## config.mk

```make
export PLATFORM = sky130hd
export DESIGN_NAME = quad_mixer_with_arming_failsafe
export DESIGN_NICKNAME = d
export VERILOG_FILES = /design/src/rtl/core/qmix_pkg.sv /design/src/rtl/core/qmix_front.sv /design/src/rtl/core/qmix_fifo.sv /design/src/rtl/core/qmix_back.sv /design/src/rtl/core/quad_mixer_with_arming_failsafe.sv
export SDC_FILE = /design/constraint.sdc
export NUM_CORES = 2
export LEC_CHECK = 0
export ABC_AREA = 1
export BUFFER_PORTS_ARGS = -buffer_cell sky130_fd_sc_hd__clkbuf_2
export CAP_MARGIN = 10
export CORE_MARGIN = 4
export CORE_UTILIZATION = 55
export DETAILED_ROUTE_END_ITERATION = 7
export PLACE_DENSITY = 0.74
export SYNTH_ARGS = -nofsm -noshare
export SYNTH_HDL_FRONTEND = slang
export SYNTH_HIERARCHICAL = 1
export SYNTH_SLANG_ARGS = --single-unit
```

## constraint.sdc

```tcl
create_clock -name clk -period 9.28 [get_ports clk]
set_clock_uncertainty 0.05 [all_clocks]
set_input_delay 1.856 -clock clk [delete_from_list [all_inputs] [get_ports clk]]
set_output_delay 1.856 -clock clk [all_outputs]
set_load 0.02 [all_outputs]
```

## src/rtl/core/qmix_pkg.sv

```systemverilog
// shared types, constants and codes for the quad x motor mixer
package qmix_pkg;

	localparam int PWM_W       = 14;
	localparam int UNARM_W     = 16;
	localparam int LOOP_W      = 8;
	localparam int SILENCE_W   = 17;
	localparam int THR_W       = 7;
	localparam int CORR_W      = 13;
	localparam int MOTOR_W     = 17;
	localparam int CFG_IDX_W   = 2;
	localparam int CFG_DATA_W  = 16;

	localparam int SPAN_W      = PWM_W + 1;
	localparam int PROD_W      = SPAN_W + THR_W + 1;
	localparam int MAG_W       = PROD_W - 2;
	localparam int QUOT_W      = 15;
	localparam int MIX_W       = 18;
	localparam int DESAT_W     = MIX_W + 1;
	localparam int SUM_W       = MIX_W + 2;

	// truncating divide by 100 as multiply and shift, exact for magnitudes below 2^21
	localparam int PERCENT_FULL = 100;
	localparam int DIV_SHIFT    = 28;
	localparam int RECIP_W      = 22;
	localparam logic [RECIP_W-1:0] DIV_RECIP =
		RECIP_W'(((64'd1 << DIV_SHIFT) + PERCENT_FULL - 1) / PERCENT_FULL);

	localparam int QUEUE_DEPTH = 2;

	localparam logic [PWM_W-1:0]   PWM_MIN_RST   = PWM_W'(1000);
	localparam logic [PWM_W-1:0]   PWM_MAX_RST   = PWM_W'(2000);
	localparam logic [UNARM_W-1:0] DISARM_MS_RST = UNARM_W'(1000);
	localparam logic [LOOP_W-1:0]  TICK_MS_RST   = LOOP_W'(10);

	typedef enum logic [CFG_IDX_W-1:0] {
		CFG_PWM_MIN   = 2'd0,
		CFG_PWM_MAX   = 2'd1,
		CFG_DISARM_MS = 2'd2,
		CFG_TICK_MS   = 2'd3
	} cfg_idx_t;

	typedef enum logic [1:0] {
		REQ_TICK  = 2'd0,
		REQ_INPUT = 2'd1,
		REQ_MODE  = 2'd2
	} req_t;

	typedef enum logic [1:0] {
		MODE_UNARMED = 2'd0,
		MODE_RATE    = 2'd1,
		MODE_ANGLE   = 2'd2
	} mode_t;

	localparam logic [1:0] MREQ_UNARM = 2'd0;
	localparam logic [1:0] MREQ_RATE  = 2'd1;
	localparam logic [1:0] MREQ_ANGLE = 2'd2;

	typedef struct packed {
		logic                     mix;
		logic [THR_W-1:0]         throttle;
		logic signed [CORR_W-1:0] correction_axis0;
		logic signed [CORR_W-1:0] correction_axis1;
		logic signed [CORR_W-1:0] correction_axis2;
		mode_t                    mode;
		logic                     timed_out;
	} qmix_entry_t;

	typedef struct packed {
		logic  mix;
		mode_t mode;
		logic  timed_out;
	} qmix_tag_t;

	typedef struct packed {
		logic [PWM_W-1:0] pwm_min;
		logic [PWM_W-1:0] pwm_max;
	} qmix_limits_t;

endpackage

```

## src/rtl/core/qmix_front.sv

```systemverilog
// front end: arming state, silence counter and classification of each transaction
module qmix_front import qmix_pkg::*; (
	input  logic                     clk,
	input  logic                     arst_n,
	input  logic                     in_valid,
	output logic                     in_ready,
	input  logic [1:0]               req_type,
	input  logic [THR_W-1:0]         throttle,
	input  logic signed [CORR_W-1:0] correction_axis0,
	input  logic signed [CORR_W-1:0] correction_axis1,
	input  logic signed [CORR_W-1:0] correction_axis2,
	input  logic [1:0]               mode_request,
	input  logic [UNARM_W-1:0]       disarm_ms,
	input  logic [LOOP_W-1:0]        tick_ms,
	output logic                     push,
	input  logic                     push_ready,
	output qmix_entry_t              push_entry
);

	mode_t                flight_mode_q;
	mode_t                mode_d;
	logic [SILENCE_W-1:0] silence_q;
	logic [SILENCE_W-1:0] silence_d;
	logic [SILENCE_W-1:0] silence_inc;
	logic                 tout;

	assign in_ready = push_ready;
	assign push     = in_valid && push_ready;

	assign silence_inc = silence_q + SILENCE_W'(tick_ms);

	always_comb begin
		mode_d    = flight_mode_q;
		silence_d = silence_q;
		tout      = 1'b0;
		unique case (req_type)
			REQ_TICK: begin
				silence_d = silence_inc;
				if (silence_inc > SILENCE_W'(disarm_ms)) begin
					mode_d    = MODE_UNARMED;
					silence_d = '0;
					tout      = 1'b1;
				end
			end
			REQ_INPUT: begin
				silence_d = '0;
			end
			REQ_MODE: begin
				unique case (mode_request)
					MREQ_UNARM: mode_d = MODE_UNARMED;
					MREQ_RATE:  mode_d = MODE_RATE;
					MREQ_ANGLE: mode_d = MODE_ANGLE;
					default:    mode_d = flight_mode_q;
				endcase
			end
			default: begin
				mode_d = flight_mode_q;
			end
		endcase
	end

	always_comb begin
		push_entry.mix              = (req_type == REQ_TICK) && (flight_mode_q != MODE_UNARMED);
		push_entry.throttle         = throttle;
		push_entry.correction_axis0 = correction_axis0;
		push_entry.correction_axis1 = correction_axis1;
		push_entry.correction_axis2 = correction_axis2;
		push_entry.mode             = mode_d;
		push_entry.timed_out        = tout;
	end

	always_ff @(posedge clk or negedge arst_n) begin
		if (!arst_n) begin
			flight_mode_q <= MODE_UNARMED;
			silence_q     <= '0;
		end else if (push) begin
			flight_mode_q <= mode_d;
			silence_q     <= silence_d;
		end
	end

endmodule

```

## src/rtl/core/qmix_fifo.sv

```systemverilog
// short queue of classified transactions between front end and mixer
module qmix_fifo import qmix_pkg::*; #(
	parameter int DEPTH = QUEUE_DEPTH
) (
	input  logic        clk,
	input  logic        arst_n,
	input  logic        push,
	output logic        push_ready,
	input  qmix_entry_t push_entry,
	input  logic        pop,
	output logic        pop_valid,
	output qmix_entry_t pop_entry
);

	localparam int PTR_W = (DEPTH > 1) ? $clog2(DEPTH) : 1;
	localparam int CNT_W = $clog2(DEPTH + 1);

	qmix_entry_t       mem_q [DEPTH];
	logic [PTR_W-1:0]  wr_ptr_q;
	logic [PTR_W-1:0]  rd_ptr_q;
	logic [CNT_W-1:0]  count_q;
	logic              do_pop;

	assign push_ready = (count_q != CNT_W'(DEPTH));
	assign pop_valid  = (count_q != '0);
	assign pop_entry  = mem_q[rd_ptr_q];
	assign do_pop     = pop && pop_valid;

	function automatic logic [PTR_W-1:0] ptr_next(input logic [PTR_W-1:0] p);
		ptr_next = (p == PTR_W'(DEPTH - 1)) ? '0 : p + 1'b1;
	endfunction

	always_ff @(posedge clk) begin
		if (push) begin
			mem_q[wr_ptr_q] <= push_entry;
		end
	end

	always_ff @(posedge clk or negedge arst_n) begin
		if (!arst_n) begin
			wr_ptr_q <= '0;
			rd_ptr_q <= '0;
			count_q  <= '0;
		end else begin
			if (push) begin
				wr_ptr_q <= ptr_next(wr_ptr_q);
			end
			if (do_pop) begin
				rd_ptr_q <= ptr_next(rd_ptr_q);
			end
			if (push && !do_pop) begin
				count_q <= count_q + 1'b1;
			end else if (!push && do_pop) begin
				count_q <= count_q - 1'b1;
			end
		end
	end

endmodule

```

## src/rtl/core/qmix_back.sv

```systemverilog
// back end: throttle scaling, quad x mix, desaturation shift and output register
module qmix_back import qmix_pkg::*; (
	input  logic                      clk,
	input  logic                      arst_n,
	input  qmix_limits_t              limits,
	input  logic                      pop_valid,
	output logic                      pop,
	input  qmix_entry_t               pop_entry,
	output logic                      out_valid,
	input  logic                      out_ready,
	output logic signed [MOTOR_W-1:0] motor_front_right,
	output logic signed [MOTOR_W-1:0] motor_front_left,
	output logic signed [MOTOR_W-1:0] motor_back_right,
	output logic signed [MOTOR_W-1:0] motor_back_left,
	output logic                      motors_valid,
	output logic [1:0]                current_mode,
	output logic                      timed_out
);

	logic advance;

	// stage 1: throttle times span
	logic                     v_s1;
	qmix_entry_t              ent_s1;
	logic signed [PROD_W-1:0] prod_s1;
	logic signed [SPAN_W-1:0] span;
	logic signed [PROD_W-1:0] prod;

	// stage 2: divide by 100
	logic                       v_s2;
	qmix_entry_t                ent_s2;
	logic signed [QUOT_W:0]     quot_s2;
	logic [MAG_W-1:0]           mag;
	logic [MAG_W+RECIP_W-1:0]   scaled;
	logic [QUOT_W-1:0]          qmag;

	// stage 3: base and mix
	logic                    v_s3;
	qmix_tag_t               tag_s3;
	logic signed [MIX_W-1:0] m_s3 [4];
	logic signed [MIX_W-1:0] base;
	logic signed [MIX_W-1:0] c0, c1, c2;

	// stage 4: overshoot and undershoot
	logic                      v_s4;
	qmix_tag_t                 tag_s4;
	logic signed [MIX_W-1:0]   m_s4 [4];
	logic signed [DESAT_W-1:0] up_s4;
	logic signed [DESAT_W-1:0] dn_s4;
	logic signed [DESAT_W-1:0] up;
	logic signed [DESAT_W-1:0] dn;
	logic signed [DESAT_W-1:0] hi_ext;
	logic signed [DESAT_W-1:0] lo_ext;

	// output register
	logic                      out_valid_q;
	logic signed [MOTOR_W-1:0] motor_q [4];
	logic                      motors_valid_q;
	mode_t                     mode_q;
	logic                      tout_q;
	logic signed [SUM_W-1:0]   shifted [4];

	assign advance = !out_valid_q || out_ready;
	assign pop     = advance && pop_valid;

	assign span = $signed({1'b0, limits.pwm_max}) - $signed({1'b0, limits.pwm_min});
	assign prod = $signed({1'b0, pop_entry.throttle}) * span;

	assign mag    = prod_s1[PROD_W-1] ? MAG_W'(-prod_s1) : MAG_W'(prod_s1);
	assign scaled = {{RECIP_W{1'b0}}, mag} * {{MAG_W{1'b0}}, DIV_RECIP};
	assign qmag   = scaled[DIV_SHIFT +: QUOT_W];

	assign base = $signed({{(MIX_W-PWM_W){1'b0}}, limits.pwm_min}) + MIX_W'(quot_s2);
	assign c0   = MIX_W'(ent_s2.correction_axis0);
	assign c1   = MIX_W'(ent_s2.correction_axis1);
	assign c2   = MIX_W'(ent_s2.correction_axis2);

	assign hi_ext = $signed({{(DESAT_W-PWM_W){1'b0}}, limits.pwm_max});
	assign lo_ext = $signed({{(DESAT_W-PWM_W){1'b0}}, limits.pwm_min});

	always_comb begin
		up = '0;
		dn = '0;
		for (int i = 0; i < 4; i++) begin
			if (DESAT_W'(m_s3[i]) - hi_ext > up) begin
				up = DESAT_W'(m_s3[i]) - hi_ext;
			end
			if (lo_ext - DESAT_W'(m_s3[i]) > dn) begin
				dn = lo_ext - DESAT_W'(m_s3[i]);
			end
		end
	end

	always_comb begin
		for (int i = 0; i < 4; i++) begin
			shifted[i] = SUM_W'(m_s4[i]) - SUM_W'(up_s4) + SUM_W'(dn_s4);
		end
	end

	always_ff @(posedge clk or negedge arst_n) begin
		if (!arst_n) begin
			v_s1        <= 1'b0;
			v_s2        <= 1'b0;
			v_s3        <= 1'b0;
			v_s4        <= 1'b0;
			out_valid_q <= 1'b0;
		end else if (advance) begin
			v_s1        <= pop_valid;
			v_s2        <= v_s1;
			v_s3        <= v_s2;
			v_s4        <= v_s3;
			out_valid_q <= v_s4;
		end
	end

	always_ff @(posedge clk) begin
		if (advance) begin
			ent_s1  <= pop_entry;
			prod_s1 <= prod;

			ent_s2  <= ent_s1;
			quot_s2 <= prod_s1[PROD_W-1] ? -$signed({1'b0, qmag}) : $signed({1'b0, qmag});

			tag_s3  <= '{mix: ent_s2.mix, mode: ent_s2.mode, timed_out: ent_s2.timed_out};
			m_s3[0] <= base - c0 - c1 + c2;
			m_s3[1] <= base + c0 - c1 - c2;
			m_s3[2] <= base - c0 + c1 - c2;
			m_s3[3] <= base + c0 + c1 + c2;

			tag_s4 <= tag_s3;
			m_s4   <= m_s3;
			up_s4  <= up;
			dn_s4  <= dn;

			for (int i = 0; i < 4; i++) begin
				motor_q[i] <= tag_s4.mix ? MOTOR_W'(shifted[i]) : '0;
			end
			motors_valid_q <= tag_s4.mix;
			mode_q         <= tag_s4.mode;
			tout_q         <= tag_s4.timed_out;
		end
	end

	assign out_valid         = out_valid_q;
	assign motor_front_right = motor_q[0];
	assign motor_front_left  = motor_q[1];
	assign motor_back_right  = motor_q[2];
	assign motor_back_left   = motor_q[3];
	assign motors_valid      = motors_valid_q;
	assign current_mode      = mode_q;
	assign timed_out         = tout_q;

endmodule

```

## src/rtl/core/quad_mixer_with_arming_failsafe.sv

```systemverilog
// top level of the quad x motor mixer with arming modes and input-silence failsafe
//
// three valid/ready channels: cfg (register index and data), in (one request per
// transaction) and out (one result per request, in order).
// request types: loop tick (mix when armed, grow the silence counter, unarm past
// the disarm limit), input received (clear the counter) and mode request.
// the front end updates mode and silence counter in the cycle a request is taken
// and queues it; the mixer behind the queue is a five-register pipeline
// (span product, divide by 100, mix, desaturation limits, output register).
// throughput: one transaction per cycle while out_ready stays high.
// when the receiver stalls, the pipeline holds and the queue of QUEUE_DEPTH entries
// fills, after which in_ready drops; nothing is lost or repeated.
// reset: unarmed, silence counter zero, registers at their reset values, pipeline
// and queue empty. cfg_ready is always high; registers are to be written only while
// nothing is in flight.
module quad_mixer_with_arming_failsafe import qmix_pkg::*; #(
	parameter int QDEPTH = QUEUE_DEPTH
) (
	input  logic                      clk,
	input  logic                      arst_n,
	input  logic                      cfg_valid,
	output logic                      cfg_ready,
	input  logic [CFG_IDX_W-1:0]      cfg_index,
	input  logic [CFG_DATA_W-1:0]     cfg_data,
	input  logic                      in_valid,
	output logic                      in_ready,
	input  logic [1:0]                req_type,
	input  logic [THR_W-1:0]          throttle,
	input  logic signed [CORR_W-1:0]  correction_axis0,
	input  logic signed [CORR_W-1:0]  correction_axis1,
	input  logic signed [CORR_W-1:0]  correction_axis2,
	input  logic [1:0]                mode_request,
	output logic                      out_valid,
	input  logic                      out_ready,
	output logic signed [MOTOR_W-1:0] motor_front_right,
	output logic signed [MOTOR_W-1:0] motor_front_left,
	output logic signed [MOTOR_W-1:0] motor_back_right,
	output logic signed [MOTOR_W-1:0] motor_back_left,
	output logic                      motors_valid,
	output logic [1:0]                current_mode,
	output logic                      timed_out
);

	logic [PWM_W-1:0]   pwm_min_q;
	logic [PWM_W-1:0]   pwm_max_q;
	logic [UNARM_W-1:0] disarm_ms_q;
	logic [LOOP_W-1:0]  tick_ms_q;

	logic         push;
	logic         push_ready;
	qmix_entry_t  push_entry;
	logic         pop;
	logic         pop_valid;
	qmix_entry_t  pop_entry;
	qmix_limits_t limits;

	assign cfg_ready = 1'b1;

	always_ff @(posedge clk or negedge arst_n) begin
		if (!arst_n) begin
			pwm_min_q   <= PWM_MIN_RST;
			pwm_max_q   <= PWM_MAX_RST;
			disarm_ms_q <= DISARM_MS_RST;
			tick_ms_q   <= TICK_MS_RST;
		end else if (cfg_valid) begin
			unique case (cfg_idx_t'(cfg_index))
				CFG_PWM_MIN:   pwm_min_q   <= cfg_data[PWM_W-1:0];
				CFG_PWM_MAX:   pwm_max_q   <= cfg_data[PWM_W-1:0];
				CFG_DISARM_MS: disarm_ms_q <= cfg_data[UNARM_W-1:0];
				CFG_TICK_MS:   tick_ms_q   <= cfg_data[LOOP_W-1:0];
				default:       pwm_min_q   <= pwm_min_q;
			endcase
		end
	end

	assign limits = '{pwm_min: pwm_min_q, pwm_max: pwm_max_q};

	qmix_front u_front (
		.clk              (clk),
		.arst_n           (arst_n),
		.in_valid         (in_valid),
		.in_ready         (in_ready),
		.req_type         (req_type),
		.throttle         (throttle),
		.correction_axis0 (correction_axis0),
		.correction_axis1 (correction_axis1),
		.correction_axis2 (correction_axis2),
		.mode_request     (mode_request),
		.disarm_ms        (disarm_ms_q),
		.tick_ms          (tick_ms_q),
		.push             (push),
		.push_ready       (push_ready),
		.push_entry       (push_entry)
	);

	qmix_fifo #(
		.DEPTH (QDEPTH)
	) u_fifo (
		.clk        (clk),
		.arst_n     (arst_n),
		.push       (push),
		.push_ready (push_ready),
		.push_entry (push_entry),
		.pop        (pop),
		.pop_valid  (pop_valid),
		.pop_entry  (pop_entry)
	);

	qmix_back u_back (
		.clk               (clk),
		.arst_n            (arst_n),
		.limits            (limits),
		.pop_valid         (pop_valid),
		.pop               (pop),
		.pop_entry         (pop_entry),
		.out_valid         (out_valid),
		.out_ready         (out_ready),
		.motor_front_right (motor_front_right),
		.motor_front_left  (motor_front_left),
		.motor_back_right  (motor_back_right),
		.motor_back_left   (motor_back_left),
		.motors_valid      (motors_valid),
		.current_mode      (current_mode),
		.timed_out         (timed_out)
	);

endmodule
```

# Word level (Yosys, flattened, before mapping)
# Memories as Yosys holds them, arrays and structs flattened.
# Cells that the tools add are included.
[op_classes]
n_addsub = 35
mul = 2
order_cmp = 9
n_eq_ne = 8
mux = 29
reduce_logical = 22
[ops]
columns = ["cell", "count"]
rows = [
  ["17-bit 2-to-1 mux", 7],
  ["19-bit > comparator", 6],
  ["19-bit 2-to-1 mux", 6],
  ["15-bit by 18-bit subtractor with 19-bit output", 4],
  ["18-bit by 15-bit subtractor with 19-bit output", 4],
  ["18-bit by 13-bit adder with 18-bit output", 4],
  ["18-bit by 13-bit subtractor with 18-bit output", 4],
  ["17-bit adder", 4],
  ["17-bit subtractor", 4],
  ["21-bit by 22-bit multiplier with 43-bit output, second input constant", 1],
  ["19-bit by 1-bit > comparator with 1-bit output, second input constant", 2],
  ["17-bit one-hot mux with 2 select lines", 1],
  ["8-bit by 15-bit multiplier with 23-bit output", 1],
  ["21-bit 2-to-1 mux", 1],
  ["21-bit negation", 1],
  ["17-bit by 13-bit adder with 18-bit output", 1],
  ["17-bit by 13-bit subtractor with 18-bit output", 1],
  ["15-bit by 16-bit adder with 17-bit output", 1],
  ["17-bit by 8-bit adder with 17-bit output", 1],
  ["17-bit by 16-bit > comparator with 1-bit output", 1],
  ["15-bit negation with 16-bit output", 1],
  ["15-bit 2-to-1 mux", 1],
  ["14-bit by 14-bit subtractor with 15-bit output", 1],
  ["2-bit AND reduction", 5],
  ["15 further kinds", 42],
]
[totals]
reg_bits = 391
ram_bits = 168
out_inout_bits = 75
wordCells = 155
mem_count = 2
[mem_list]
columns = ["name", "depth", "width", "rd", "rd_ports_with_merged_regs", "write_ports", "line", "rtl"]
rows = [
  ["u_fifo.mem_q", 2, 50, 1, 0, 1, "qmix_fifo.sv:18", "qmix_entry_t mem_q [DEPTH];"],
  ["u_back.motor_q", 4, 17, 4, 0, 4, "qmix_back.sv:57", "logic signed [MOTOR_W-1:0] motor_q [4];"],
]

# Logic depth before layout (Yosys ltp)
[logic_depth]
word_depth = 9
ltp_mapped = 61
depth_no_buf = 58

# Modules after synthesis
# The synthesis kept the hierarchy.
[modules_own_cells]
columns = ["module", "n_inst", "cells_each", "area_per_inst_um2", "seq_area_each_um2"]
rows = [
  ["qmix_back", 1, 5855, 48151.2, 11415.9],
  ["qmix_fifo", 1, 289, 3896.2, 3103.0],
  ["quad_mixer_with_arming_failsafe", 1, 235, 2255.9, 1326.3],
  ["qmix_front", 1, 305, 2218.4, 475.5],
]

# Least setup slack after synthesis
# Ideal clock, no wire load.
[synth_timing]
path_type = "input to register"
from = "in out_ready"
to = "reg u_fifo.count_q[1]"
arrival_time_ps = 10499
slack_ps = -1386
path_stages = 10
cell_sequence = "nor2_1 inv_1 nand2_1 inv_1 nand2_1 ha_1 inv_1 nand3_1 nand2_1 nand2_1"
[synth_via]
elab_chain_len = 6
elab_cells_between_ends = 8
cone_classes = "mux (1); reduce/logical (7)"
[synth_lines]
columns = ["element", "line", "rtl"]
rows = [
  ["start, declared", "quad_mixer_with_arming_failsafe.sv:34", "input logic out_ready,"],
  ["1-bit logical OR *", "qmix_back.sv:63", "assign advance = !out_valid_q || out_ready;"],
  ["1-bit logical AND *", "qmix_back.sv:64", "assign pop = advance && pop_valid;"],
  ["net pop", "quad_mixer_with_arming_failsafe.sv:52", "logic pop;"],
  ["1-bit logical AND *", "qmix_fifo.sv:27", "assign do_pop = pop && pop_valid;"],
  ["1-bit logical NOT", "qmix_fifo.sv:51", "if (push && !do_pop) begin"],
  ["1-bit logical AND", "qmix_fifo.sv:51", ""],
  ["2-bit 2-to-1 mux or 2-bit nonzero test (tied branches)", "-", ""],
  ["end signal, assigned", "qmix_fifo.sv:52", "count_q <= count_q + 1'b1;"],
  ["end signal, assigned", "qmix_fifo.sv:54", "count_q <= count_q - 1'b1;"],
  ["end, declared", "qmix_fifo.sv:21", "logic [CNT_W-1:0] count_q;"],
]
# Mark *: on every way through the listed nets, which the timed path passes. The rest lies on a longest branch.
# A chain may end at the register's enable or synchronous reset.

# Worst setup path after layout
[layout_timing]
from = "reg u_back/m_s3[59] (netlist bit)"
to = "reg u_back.up_s4[0], data pin"
[layout_via]
elab_chain_len = 9
[layout_lines]
columns = ["element", "line", "rtl"]
rows = [
  ["start, declared", "qmix_back.sv:40", "logic signed [MIX_W-1:0] m_s3 [4];"],
  ["18-bit by 15-bit subtractor with 19-bit output *", "qmix_back.sv:85, qmix_back.sv:86", ""],
  ["19-bit by 1-bit > comparator with 1-bit output", "qmix_back.sv:85", "if (DESAT_W'(m_s3[i]) - hi_ext > up) begin"],
  ["19-bit 2-to-1 mux *", "qmix_back.sv:85", ""],
  ["19-bit > comparator", "qmix_back.sv:85", ""],
  ["19-bit 2-to-1 mux *", "qmix_back.sv:85", ""],
  ["19-bit > comparator", "qmix_back.sv:85", ""],
  ["19-bit 2-to-1 mux *", "qmix_back.sv:85", ""],
  ["19-bit > comparator", "qmix_back.sv:85", ""],
  ["17-bit 2-to-1 mux *", "qmix_back.sv:85", ""],
  ["net u_back.up[0]", "qmix_back.sv:50", "logic signed [DESAT_W-1:0] up;"],
  ["end signal, assigned", "qmix_back.sv:132", "up_s4 <= up;"],
  ["end, declared", "qmix_back.sv:48", "logic signed [DESAT_W-1:0] up_s4;"],
]
# Marked as above.

==> impl_metrics.toml <==
[run_status]
run_status = "finished, violations left"
violations = "DRC"

[timing]
tightest_slew_ps = 1250
finalCriticalPeriod_ps = 8520
rsz0062_at_grt = "false"
setup_viol_count_final = 0
max_freq_mhz = 117
slew_headroom = 0.161
hold_viol_final = 0
final-max-slew-violation-count = 0
fin_tns_setup_ps = 0
finalCritPeriodShare = 0.918

[yosys]
ys.warnings.count = 6
avgSynthCellArea_um2 = 8.46
ys_seq_elements = 556
synth_edf_count = 476
yosys.area.top_type = "edfxtp_1"
synth_cells = 6684
synth.top_cell.area_share = 0.253
netlist_area_um2 = 56500
synthFlopType = "edfxtp_1"
yosysUniqueCellTypes = 68
async_reset_ff_frac = 0.144
yosysSeqAreaShare = 0.289
yosys-top-cells-area = "edfxtp_1 (25%), ha_1 (16%), fa_1 (14%)"

[global_routing]
grt_usage = 0.310
grt_overflow_total = 0
grt_pass1_wl_mm = 256
grt_pass1_vias = 44500
grt_antenna_before_repair = 11
grt_start_max_net_pins = 163

[cts]
clkLatencyLatePin_ps = 690
htreeDepth = 2
cts_buffers = 60
clk_root_buffer_cell = "clkbuf_16"
cts.path.max_buffers = 3
cts_hold_buf = 0
clk_pin_slew_ps = 60
tritoncts = "built"
numClockSinks = 556

[final_layout]
area_growth_syn_to_layout_pct = 7.33
final_cell_mix = "nand2_1 (1456), inv_1 (1279), ha_1 (703)"
final_common_cell = "nand2_1"
nets = 7974
drive_above_1_share = 0.0644

[critical_path]
critPathArrivalTime_ps = 8970
cp.required_ps = 9730
slowest_delay_ps = 690
cp_num_buf_inv = 5
crit_family = "simple AND/OR/NAND/NOR gates"
critPathMaxFanout = 31
end_kind = "flop"
r2r_slack_ps = 760
critical_path_class = "reg -> reg"
slowest_stage = "edfxtp_1"
start_kind = "flop"
critPathMostFrequentCell = "nand2_1"

[die]
start_util = 0.555
core_um2 = 102000
io_pins = 148
die_area_um2 = 108000
die_w_um = 329
num_rows = 117
die_y_um = 329

[drt]
num_vias = 45300
ant_nets = 0
wl_mm = 167
drt_iter0_drc = 4004
drt_pass1_iterations = 8
viasPerCell = 5.50
wire_per_inst_um = 20.3
drcViolationCount = 2

[placed_design]
place.gp.congestion = 1.06
hpwlAfterDp_mm = 136
placement.io_buffers = 146

[job]
maxCapViolCount = 0

[worst_hold_path]
hp-class = "reg -> reg"
-- cells by family (layout without fill, tap and decap cells) --
kind of cell	Yosys count	after routing	share of synthesized area
xor+xnor	295	295	0.0468
compound gates	846	846	0.0828
fa+ha+maj	1087	1087	0.292
flops	556	556	0.289
simple gates	2465	2465	0.188
other cells	2	4	0.000133
buf+inv	1433	1612	0.102
-- routing by layer --
| metal | vias to the layer above | part of all wire | track usage |
|---|---|---|---|
| met3 | 349 | 0.072 | 0.0446 |
| li1 | 21800 | - | - |
| met1 | 21500 | 0.42 | 0.414 |
| met2 | 1634 | 0.45 | 0.499 |
| met4 | 4 | 0.058 | 0.151 |
| met5 | - | 0.00014 | 0 |
-- path summary, 6_finish.rpt --
path                                         from               to  depth (start not counted)
max in group asynchronous                  arst_n    pwm_min_q[10]                          2
worst max register to register    u_back/m_s3[59]  u_back/up_s4[0]                         53
min in group asynchronous                  arst_n      u_back/v_s1                          1
worst min register to register  u_back/ent_s1[30]     u_back/c0[1]                          0
worst max-delay path              u_back/m_s3[59]  u_back/up_s4[0]                         53
worst min-delay path            u_back/ent_s1[30]     u_back/c0[1]                          0
-- Yosys cell counts (all sizes together) (2+ instances only) --
cell type,instances
nand2,1475
o221ai,3
o211ai,9
a32oi,2
xnor2,96
fa,384
o22ai,2
dfstp,20
conb,2
inv,1299
buf,103
edfxtp,476
nor4,17
xor2,196
and2,42
ha,703
nand3b,13
a31oi,22
xnor3,2
o21a,21
or2,44
o21bai,30
o21ai,229
clkinv,2
a21oi,448
a21o,26
a21boi,16
nor3b,3
a211oi,18
dfrtp,60
clkbuf,29
nor2,391
nand3,301
nor3,50
o2111ai,7
nand4,126
o31ai,11
-- sequential cells by signal, indices dropped and copies added (netlist names), 13 cells and up --
register,flops
u_front/silence_q,17
u_back/dn_s4,17
pwm_min_q,14
u_fifo/mem_q,100
u_back/m_s4,67
u_back/c1,13
pwm_max_q,14
u_back/c2,13
u_back/m_s3,71
u_back/c0,13
u_back/ent_s1,43
u_back/quot_s2,16
u_back/motor_q,68
u_back/prod_s1,22
disarm_ms_q,16
u_back/up_s4,17
-- worst reg2reg max path, delay by kind of cell (launching register included) --
kind	cells	cell delay, ps
flip-flops	1	690
AO/OA/AOI/OAI	6	880
buffers and inverters	5	1050
XOR/XNOR	1	160
adder cells (fa/ha/maj)	4	1360
AND/OR/NAND/NOR	37	4120
-- final cells by class --
class | count | area [µm²]
clock inverters | 34 | 443
flip-flops and latches | 556 | 16300
well taps | 1368 | 1710
inverters | 1301 | 4910
multi-input cells | 4696 | 34500
fillers | 8956 | 41200
clock buffers | 78 | 1620
repair buffers | 199 | 1180
diodes | 1 | 2.50
-- what timing repair did --
action	in CTS	in global routing
gates resized for setup	0	13
endpoints found under the setup margin	0	44
buffers inserted	0	6
-- stage by stage --
step / worst slack, ps / hold WS, ps / area (µm²) / utilization / instances
floorplan: 933 / 350 / 56500 / - / 6685
global route: 89.0 / 373 / 60700 / 0.595 / 8232
finish: 764 / 362 / 60700 / 0.595 / 8233
detailed placement: 514 / 355 / 58500 / 0.574 / 8114
CTS: 449 / 368 / 60600 / 0.594 / 8226
global placement: 577 / 351 / 58500 / 0.574 / 8114
Power is left out: the tool's default activity adds up to more than one toggle a clock period on the data nets, which glitch-free logic cannot reach.
